===== src/rounded_greedy_change_maker_top_macros.svh =====
// Assertion macros shared by the rounded greedy change maker RTL.
`ifndef ROUNDED_GREEDY_CHANGE_MAKER_TOP_MACROS_SVH
`define ROUNDED_GREEDY_CHANGE_MAKER_TOP_MACROS_SVH

`ifndef NO_ASSERTIONS

// Checks a property at every rising clock edge outside reset.
`define RGCM_ASSERT(name, clock, reset, prop) \
  name: assert property (@(posedge clock) disable iff (reset) prop) \
    else $error("rgcm assertion failed");

// Checks that a condition in one cycle implies a consequence in the next.
`define RGCM_ASSERT_NEXT(name, clock, reset, cond, conseq) \
  name: assert property (@(posedge clock) disable iff (reset) (cond) |=> (conseq)) \
    else $error("rgcm assertion failed");

`else

`define RGCM_ASSERT(name, clock, reset, prop)

`define RGCM_ASSERT_NEXT(name, clock, reset, cond, conseq)

`endif

`endif


===== src/rgcm_pkg.sv =====
// Types, constants and microcode table of the rounded greedy change maker.
package rgcm_pkg;

  localparam int FIELD_BITS  = 16;
  localparam int KIND_W      = 2;
  localparam int IDX_W       = 4;
  localparam int COUNT_W     = 6;
  localparam int DENOM_W     = 11;
  localparam int DENOM_COUNT = 9;
  localparam int STEP_W      = 3;

  localparam logic [KIND_W-1:0] KIND_NOT_ENOUGH = 2'd0;
  localparam logic [KIND_W-1:0] KIND_EXACT      = 2'd1;
  localparam logic [KIND_W-1:0] KIND_CHANGE     = 2'd2;

  localparam logic [COUNT_W-1:0] COUNT_MAX = 6'd63;

  typedef logic [STEP_W-1:0] step_t;

  localparam step_t STEP_IDLE        = 3'd0;
  localparam step_t STEP_ROUND_COST  = 3'd1;
  localparam step_t STEP_ROUND_PAID  = 3'd2;
  localparam step_t STEP_SETUP       = 3'd3;
  localparam step_t STEP_SUBTRACT    = 3'd4;
  localparam step_t STEP_EMIT_CHANGE = 3'd5;
  localparam step_t STEP_EMIT_STATUS = 3'd6;

  typedef enum logic [2:0] {
    OP_LOAD,
    OP_ROUND_COST,
    OP_ROUND_PAID,
    OP_SETUP,
    OP_SUBTRACT,
    OP_EMIT_CHANGE,
    OP_EMIT_STATUS,
    OP_NOP
  } op_t;

  typedef enum logic [2:0] {
    COND_ALWAYS,
    COND_ITEM_VALID,
    COND_PAID_GT,
    COND_REST_GE,
    COND_REST_NONZERO
  } cond_t;

  typedef struct packed {
    op_t   op;
    cond_t cond;
    step_t jump_to;
    step_t next_to;
  } ctrl_word_t;

  typedef struct packed {
    logic item_valid;
    logic paid_gt;
    logic rest_ge;
    logic rest_nonzero;
    logic cnt_nonzero;
    logic out_free;
  } seq_status_t;

  typedef struct packed {
    op_t  op;
    logic go;
  } seq_ctrl_t;

  // Denominations in cents, largest first.
  function automatic logic [DENOM_W-1:0] denom_value(logic [IDX_W-1:0] idx);
    logic [DENOM_W-1:0] v;
    case (idx)
      4'd0:    v = 11'd2000;
      4'd1:    v = 11'd1000;
      4'd2:    v = 11'd500;
      4'd3:    v = 11'd200;
      4'd4:    v = 11'd100;
      4'd5:    v = 11'd50;
      4'd6:    v = 11'd20;
      4'd7:    v = 11'd10;
      4'd8:    v = 11'd5;
      default: v = 11'd0;
    endcase
    return v;
  endfunction

  // The control program: a jump is taken when the condition holds.
  function automatic ctrl_word_t ucode(step_t pc);
    ctrl_word_t w;
    case (pc)
      STEP_IDLE:        w = '{OP_LOAD,        COND_ITEM_VALID,   STEP_ROUND_COST,
                              STEP_IDLE};
      STEP_ROUND_COST:  w = '{OP_ROUND_COST,  COND_ALWAYS,       STEP_ROUND_PAID,
                              STEP_ROUND_PAID};
      STEP_ROUND_PAID:  w = '{OP_ROUND_PAID,  COND_ALWAYS,       STEP_SETUP,
                              STEP_SETUP};
      STEP_SETUP:       w = '{OP_SETUP,       COND_PAID_GT,      STEP_SUBTRACT,
                              STEP_EMIT_STATUS};
      STEP_SUBTRACT:    w = '{OP_SUBTRACT,    COND_REST_GE,      STEP_SUBTRACT,
                              STEP_EMIT_CHANGE};
      STEP_EMIT_CHANGE: w = '{OP_EMIT_CHANGE, COND_REST_NONZERO, STEP_SUBTRACT,
                              STEP_IDLE};
      STEP_EMIT_STATUS: w = '{OP_EMIT_STATUS, COND_ALWAYS,       STEP_IDLE,
                              STEP_IDLE};
      default:          w = '{OP_NOP,         COND_ALWAYS,       STEP_IDLE,
                              STEP_IDLE};
    endcase
    return w;
  endfunction

endpackage


===== src/rounded_greedy_change_maker_top.sv =====
// Top level of the rounded greedy change maker: datapath, output register, sequencer.
//
// The input channel (item_valid, item_ready) takes one transaction holding a
// price and a payment in cents. Both are rounded to the nearest multiple of
// five cents, and the result channel (result_valid, result_ready) then gives
// either one status transaction (not enough money, or exact amount) or one
// change transaction per denomination with a nonzero count, largest first,
// with last set on the final one.
// The block works on one item at a time. A short microprogram steps a single
// rounding unit and a single compare and subtract unit: two rounding steps,
// one setup step, then either one status step or, for each denomination up
// to the last one paid out, one step per coin plus two. item_ready is high
// only while the sequencer waits at its idle step, which it reaches as soon
// as the last result sits in the output register, so the next item can be
// taken while that result still waits for the receiver. A stalled receiver
// holds the sequencer at its emitting step; nothing is dropped. Synchronous
// reset returns the sequencer to idle and empties the output register; the
// datapath registers are not reset and there is no clearing pass.
`include "rounded_greedy_change_maker_top_macros.svh"

module rounded_greedy_change_maker_top #(
  parameter int AMOUNT_BITS = 16
) (
  input  logic                               clk,
  input  logic                               rst,
  input  logic                               item_valid,
  output logic                               item_ready,
  input  logic [rgcm_pkg::FIELD_BITS-1:0]    cost_cents,
  input  logic [rgcm_pkg::FIELD_BITS-1:0]    paid_cents,
  output logic                               result_valid,
  input  logic                               result_ready,
  output logic [rgcm_pkg::KIND_W-1:0]        result_kind,
  output logic [rgcm_pkg::IDX_W-1:0]         denom_index,
  output logic [rgcm_pkg::COUNT_W-1:0]       coin_count,
  output logic                               last
);

  // Only the low bits of each amount count; rounding runs one bit wider.
  localparam int IN_BITS = (AMOUNT_BITS < rgcm_pkg::FIELD_BITS) ? AMOUNT_BITS
                                                                 : rgcm_pkg::FIELD_BITS;
  localparam int RW      = IN_BITS + 1;
  localparam int CMP_W   = (RW > rgcm_pkg::DENOM_W) ? RW : rgcm_pkg::DENOM_W;
  localparam int NIBBLES = (RW + 3) / 4;

  logic [RW-1:0]                cost_reg;
  logic [RW-1:0]                paid_reg;
  logic [RW-1:0]                rest;
  logic [rgcm_pkg::IDX_W-1:0]   idx;
  logic [rgcm_pkg::COUNT_W-1:0] cnt;

  rgcm_pkg::seq_status_t status;
  rgcm_pkg::seq_ctrl_t   ctrl;

  logic                  out_free;
  logic                  cnt_nonzero;
  logic                  rest_ge;
  logic [CMP_W-1:0]      rest_ext;
  logic [CMP_W-1:0]      denom_ext;
  logic [CMP_W-1:0]      rest_diff;
  logic                  status_shown;
  logic                  change_shown;

  // Rounding unit, shared by the price and payment steps.
  logic [RW-1:0]         round_in;
  logic [4*NIBBLES-1:0]  round_pad;
  logic [7:0]            nib_sum;
  logic [4:0]            fold1;
  logic [4:0]            fold2;
  logic [4:0]            residue;
  logic [RW-1:0]         rounded;

  assign round_in  = (ctrl.op == rgcm_pkg::OP_ROUND_PAID) ? paid_reg : cost_reg;
  assign round_pad = (4*NIBBLES)'(round_in);

  // Since 16 leaves remainder 1 modulo 5, summing hex digits keeps the residue.
  always_comb begin
    nib_sum = '0;
    for (int i = 0; i < NIBBLES; i++) begin
      nib_sum = nib_sum + 8'(round_pad[4*i +: 4]);
    end
    fold1   = 5'(nib_sum[3:0]) + 5'(nib_sum[7:4]);
    fold2   = 5'(fold1[3:0]) + 5'(fold1[4]);
    residue = fold2;
    for (int j = 0; j < 3; j++) begin
      if (residue >= 5'd5) begin
        residue = residue - 5'd5;
      end
    end
  end

  always_comb begin
    case (residue)
      5'd1:    rounded = round_in - RW'(1);
      5'd2:    rounded = round_in - RW'(2);
      5'd3:    rounded = round_in + RW'(2);
      5'd4:    rounded = round_in + RW'(1);
      default: rounded = round_in;
    endcase
  end

  // Compare and subtract unit for the greedy split.
  assign rest_ext  = CMP_W'(rest);
  assign denom_ext = CMP_W'(rgcm_pkg::denom_value(idx));
  assign rest_ge   = rest_ext >= denom_ext;
  assign rest_diff = rest_ext - denom_ext;

  assign out_free    = !result_valid || result_ready;
  assign cnt_nonzero = cnt != '0;

  always_comb begin
    status.item_valid   = item_valid;
    status.paid_gt      = paid_reg > cost_reg;
    status.rest_ge      = rest_ge;
    status.rest_nonzero = rest != '0;
    status.cnt_nonzero  = cnt_nonzero;
    status.out_free     = out_free;
  end

  rgcm_sequencer u_sequencer (
    .clk    (clk),
    .rst    (rst),
    .status (status),
    .ctrl   (ctrl)
  );

  assign item_ready = ctrl.op == rgcm_pkg::OP_LOAD;

  always_ff @(posedge clk) begin
    case (ctrl.op)
      rgcm_pkg::OP_LOAD: begin
        if (item_valid) begin
          cost_reg <= RW'(cost_cents[IN_BITS-1:0]);
          paid_reg <= RW'(paid_cents[IN_BITS-1:0]);
        end
      end
      rgcm_pkg::OP_ROUND_COST: begin
        cost_reg <= rounded;
      end
      rgcm_pkg::OP_ROUND_PAID: begin
        paid_reg <= rounded;
      end
      rgcm_pkg::OP_SETUP: begin
        rest <= paid_reg - cost_reg;
        idx  <= '0;
        cnt  <= '0;
      end
      rgcm_pkg::OP_SUBTRACT: begin
        if (rest_ge) begin
          rest <= rest_diff[RW-1:0];
          if (cnt != rgcm_pkg::COUNT_MAX) begin
            cnt <= cnt + rgcm_pkg::COUNT_W'(1);
          end
        end
      end
      rgcm_pkg::OP_EMIT_CHANGE: begin
        if (ctrl.go) begin
          idx <= idx + rgcm_pkg::IDX_W'(1);
          cnt <= '0;
        end
      end
      default: begin
      end
    endcase
  end

  // Output register: filled by an emitting step, emptied by the receiver.
  always_ff @(posedge clk) begin
    if (rst) begin
      result_valid <= 1'b0;
    end else if (ctrl.go && ctrl.op == rgcm_pkg::OP_EMIT_CHANGE && cnt_nonzero) begin
      result_valid <= 1'b1;
    end else if (ctrl.go && ctrl.op == rgcm_pkg::OP_EMIT_STATUS) begin
      result_valid <= 1'b1;
    end else if (result_ready) begin
      result_valid <= 1'b0;
    end
  end

  always_ff @(posedge clk) begin
    if (ctrl.go && ctrl.op == rgcm_pkg::OP_EMIT_CHANGE && cnt_nonzero) begin
      result_kind <= rgcm_pkg::KIND_CHANGE;
      denom_index <= idx;
      coin_count  <= cnt;
      last        <= rest == '0;
    end else if (ctrl.go && ctrl.op == rgcm_pkg::OP_EMIT_STATUS) begin
      result_kind <= (paid_reg < cost_reg) ? rgcm_pkg::KIND_NOT_ENOUGH
                                           : rgcm_pkg::KIND_EXACT;
      denom_index <= '0;
      coin_count  <= '0;
      last        <= 1'b1;
    end
  end

  assign status_shown = result_valid && result_kind != rgcm_pkg::KIND_CHANGE;
  assign change_shown = result_valid && result_kind == rgcm_pkg::KIND_CHANGE;

  `RGCM_ASSERT(a_status_is_last, clk, rst, status_shown |-> (last && coin_count == '0))
  `RGCM_ASSERT(a_status_index, clk, rst, status_shown |-> (denom_index == '0))
  `RGCM_ASSERT(a_change_nonzero, clk, rst, change_shown |-> (coin_count != '0))
  `RGCM_ASSERT(a_change_index, clk, rst, change_shown |-> (denom_index < rgcm_pkg::DENOM_COUNT))
  `RGCM_ASSERT_NEXT(a_one_item_at_once, clk, rst, item_valid && item_ready, !item_ready)

endmodule


===== src/rgcm_sequencer.sv =====
// Step counter and microcode lookup that steer the change maker datapath.
module rgcm_sequencer (
  input  logic                  clk,
  input  logic                  rst,
  input  rgcm_pkg::seq_status_t status,
  output rgcm_pkg::seq_ctrl_t   ctrl
);

  rgcm_pkg::step_t      pc;
  rgcm_pkg::step_t      pc_next;
  rgcm_pkg::ctrl_word_t word;
  logic                 taken;
  logic                 stall;

  assign word = rgcm_pkg::ucode(pc);

  // Emitting steps that give a result wait while the output register still holds one.
  always_comb begin
    case (word.op)
      rgcm_pkg::OP_EMIT_CHANGE: stall = status.cnt_nonzero && !status.out_free;
      rgcm_pkg::OP_EMIT_STATUS: stall = !status.out_free;
      default:                  stall = 1'b0;
    endcase
  end

  always_comb begin
    case (word.cond)
      rgcm_pkg::COND_ALWAYS:       taken = 1'b1;
      rgcm_pkg::COND_ITEM_VALID:   taken = status.item_valid;
      rgcm_pkg::COND_PAID_GT:      taken = status.paid_gt;
      rgcm_pkg::COND_REST_GE:      taken = status.rest_ge;
      rgcm_pkg::COND_REST_NONZERO: taken = status.rest_nonzero;
      default:                     taken = 1'b1;
    endcase
  end

  always_comb begin
    if (stall) begin
      pc_next = pc;
    end else if (taken) begin
      pc_next = word.jump_to;
    end else begin
      pc_next = word.next_to;
    end
  end

  always_comb begin
    ctrl.op = word.op;
    ctrl.go = !stall;
  end

  always_ff @(posedge clk) begin
    if (rst) begin
      pc <= rgcm_pkg::STEP_IDLE;
    end else begin
      pc <= pc_next;
    end
  end

endmodule


===== config.mk =====
export PLATFORM = sky130hd
export DESIGN_NAME = rounded_greedy_change_maker_top
export DESIGN_NICKNAME = d
export VERILOG_FILES = /design/src/rgcm_pkg.sv /design/src/rounded_greedy_change_maker_top.sv /design/src/rgcm_sequencer.sv
export VERILOG_INCLUDE_DIRS = /design/src /design/src/src
export SDC_FILE = /design/constraint.sdc
export NUM_CORES = 1
export LEC_CHECK = 0
export BUFFER_PORTS_ARGS = -buffer_cell sky130_fd_sc_hd__buf_2
export CELL_PAD_IN_SITES_DETAIL_PLACEMENT = 0
export CELL_PAD_IN_SITES_GLOBAL_PLACEMENT = 1
export CORE_MARGIN = 3
export CORE_UTILIZATION = 40
export DETAILED_ROUTE_END_ITERATION = 8
export PLACE_DENSITY = 0.81
export SYNTH_ARGS = -nofsm -noshare
export SYNTH_HDL_FRONTEND = slang
export SYNTH_SLANG_ARGS = --single-unit

===== constraint.sdc =====
create_clock -name clk -period 11.53 [get_ports clk]
set_input_delay 2.306 -clock clk [delete_from_list [all_inputs] [get_ports clk]]
set_output_delay 2.306 -clock clk [all_outputs]
set_load 0.005 [all_outputs]

==> flow_summary.ini <==
[outcome]
outcome = finished clean

[run]
max-cap-violations = 0

[cts]
clock-root-buffer = clkbuf_16
cts-root-to-sink-buffers = 2
clock_insertion_delay_worst_skew_ns = 0.35
cts.htree.levels = 3
cts_hold_repair.buffers = 0
cts_tree = yes
clk_transition_reported_paths_ns = 0.07
cts.sinks = 89
tritoncts.num_buffers = 9

[sta]
fin_tns_setup_ns = 0
max_slew.worst_pin.slew_ns = 0.920
finalClockSkew_ns = 0.0119
final-hold-violation-count = 0
slew_headroom_pct = 38.0
timing.final.crit_share_pct = 91.5
grt_setup_unrepaired = no
achievable_frequency_mhz = 94.7
total_count_of_max_transition_violations_in_the_final_report = 0
report.final.setup_viol = 0
finalCriticalPeriod_ns = 10.55

[min_path]
min-delay-start = result_kind[1]
hp-class = reg -> reg
hold-path-endpoint = result_kind[1]
whs_path_depth = 2

[logic_synthesis]
synthTopCellsByArea = edfxtp_1, ha_1, nand2_1, o21ai_0, dfxtp_1
async_flop_share_pct = 0
synthXorXnorAreaFrac_pct = 6.48
netlist.area_leader.share_pct = 25.9
synth-edff-count = 72
synth_compound_gate_area_share_pct = 23.0
synth-warning-count = 0
yosys_register_bits = 89
netlist_area_sq_um = 8340
synthCells = 972
post-synth-top-count-cell = nand2_1
synth_simple_gate_area_share_pct = 19.6
synth_top_family_by_area = compound AO/OA/AOI/OAI gates
syn_nets = 1097
netlist.top_cell.by_area = edfxtp_1
synth_top_cells_by_count = nand2_1, nor2_1, ha_1
post_synth_mux_area_share_pct = 1.36
yosysUniqueCellTypes = 86
synth_fa_ha_area_share_pct = 14.6
sequential_share_of_the_synthesized_area_pct = 30.0
post_synth.cell_area_avg_sq_um = 8.58
synthFlopType = edfxtp_1

[routing]
route.vias.total = 7272
routed_wl_microns = 22200
drt_iter0_markers = 515
ant_nets = 0
avgViaCountPerCell = 5.62
detail_route.first_pass.iterations = 5
drc = 0
wl_per_cell_microns = 17.2

[die]
die_y_microns = 150
fp.coreArea_sq_um = 20400
floorplan.initialDensity_pct = 41.0
die_width_microns = 150
floorplan.rows = 52
die-area_sq_um = 22600
boundaryPins = 51

[global_route]
groute.usage.overall_pct = 19.7
grt_first_pass_wirelength_microns = 35900
grt_pass1_vias = 6946
groute.layer.met3.usage_pct = 2.20
grt_antenna_before_repair = 0
grt_max_degree = 35
grt_util_met1_pct = 28.1
use_met2_pct = 31.4
grt.overflow.total = 0
globalRoute.busiestLayer = met2

[setup_path]
critical_path_end_type = flip-flop
worst-r2r-setup-slack_ns = 0.98
critical-path-top-cell-by-count = fa_1
start_kind = flip-flop
worstReg2RegStart = u_sequencer.pc[1]
timing_worst_setup_path_type = reg -> reg
reg2regPathDepth = 33
largest_driver_fanout_on_the_critical_path = 16
critical-path-max-stage-delay_ns = 0.61
timing.rr.end = cost_reg[15]
cp.required_ns = 11.62
worst_ep_arrival_time_ns = 10.64
cp_slowest_cell = ha_1
cpLargestDelayFamily = adder cells
critical_path.n_buffers_inverters = 2

[cells_and_area]
nets = 1145
areaGrowthSynthToFinish_pct = 10.7
antenna_cells = 0
num-fill-cells = 2024
final-instance-count-excl-fill = 1295
final_layout_size_suffix_gt1_share_pct = 11.6

[place]
dp_hpwl_microns = 17200
gpl.final_weighted_congestion = 0.904
placement.io_buffers = 50
place_inst = 1278
kinds of logic (layout without fill, tap and decap cells):
| logic type | Yosys count | count (layout) |
|---|---|---|
| adders and majority gates | 89 | 89 |
| xor gates and xnor gates | 60 | 60 |
| and+or+nand+nor | 336 | 337 |
| buffers and inverters | 101 | 153 |
| DFF | 89 | 89 |
| AOI/OAI and AO/OA | 286 | 286 |
| muxes | 11 | 11 |
worst max-delay path by stage:
stage,slack [ns],endpoint,cells past startpoint,startpoint
after global routing,0.14,cost_reg[15],33,u_sequencer.pc[1]
after floorplan,2.03,paid_reg[15],36,u_sequencer.pc[1]
after global placement,1.02,paid_reg[15],37,u_sequencer.pc[1]
final,0.98,cost_reg[15],33,u_sequencer.pc[1]
after CTS,0.85,cost_reg[15],33,u_sequencer.pc[1]
after detailed placement,0.86,cost_reg[15],33,u_sequencer.pc[1]
area by class of cell:
type / instances / area (sq um) / share of cell area [%]
repair buffers: 71 / 408 / 4.42
well taps: 270 / 338 / 3.66
inverters: 66 / 248 / 2.68
multi-input cells: 783 / 5450 / 59.0
flip-flops and latches: 89 / 2500 / 27.1
clock inverters: 6 / 50.0 / 0.542
clock buffers: 10 / 239 / 2.59
through the flow:
| stage | hold slack [ns] | util (%) | area, sq um | setup slack, ns |
|---|---|---|---|---|
| 5_1_grt | 0.520 | 45.4 | 9240 | 0.143 |
| 6_report | 0.476 | 45.4 | 9240 | 0.976 |
| 2_1_floorplan | 0.465 | - | 8340 | 2.03 |
| 3_3_place_gp | 0.451 | 43.9 | 8940 | 1.02 |
| 4_1_cts | 0.482 | 45.3 | 9230 | 0.855 |
| 3_5_place_dp | 0.463 | 43.9 | 8940 | 0.860 |
metal layers:
metal,wire [microns],part of all wire [%],vias to the layer above
met5,0,0,-
met4,518,2.3,0
met3,1080,4.8,34
met2,10200,46,201
met1,10500,47,3364
li1,-,-,3673
tightest hold or removal path: cells and delay by family (launching register included):
| kind | cells | cell delay (ns) |
|---|---|---|
| DFF | 1 | 0.33 |
| and+or+nand+nor | 2 | 0.12 |
layout by cell type, fill, tap and decap left out, types with 26 or more instances in the layout:
cell | synthesis | layout
a21oi_1 | 49 | 49
ha_1 | 75 | 75
inv_1 | 66 | 66
xnor2_1 | 33 | 33
nand2_1 | 113 | 113
nor3_1 | 26 | 26
o21ai_0 | 69 | 68
nor2_1 | 80 | 80
buf_2 | 3 | 50
edfxtp_1 | 72 | 72
what timing repair did:
item / 4_1_cts / 5_1_grt
endpoints found under the hold margin: 0 / 0
buffers inserted: 0 / 0
endpoints found under the setup margin: 0 / 4
resized for setup: 0 / 0
Power is left out: the tool's default activity adds up to more than one toggle a clock period on the data nets, which glitch-free logic cannot reach.
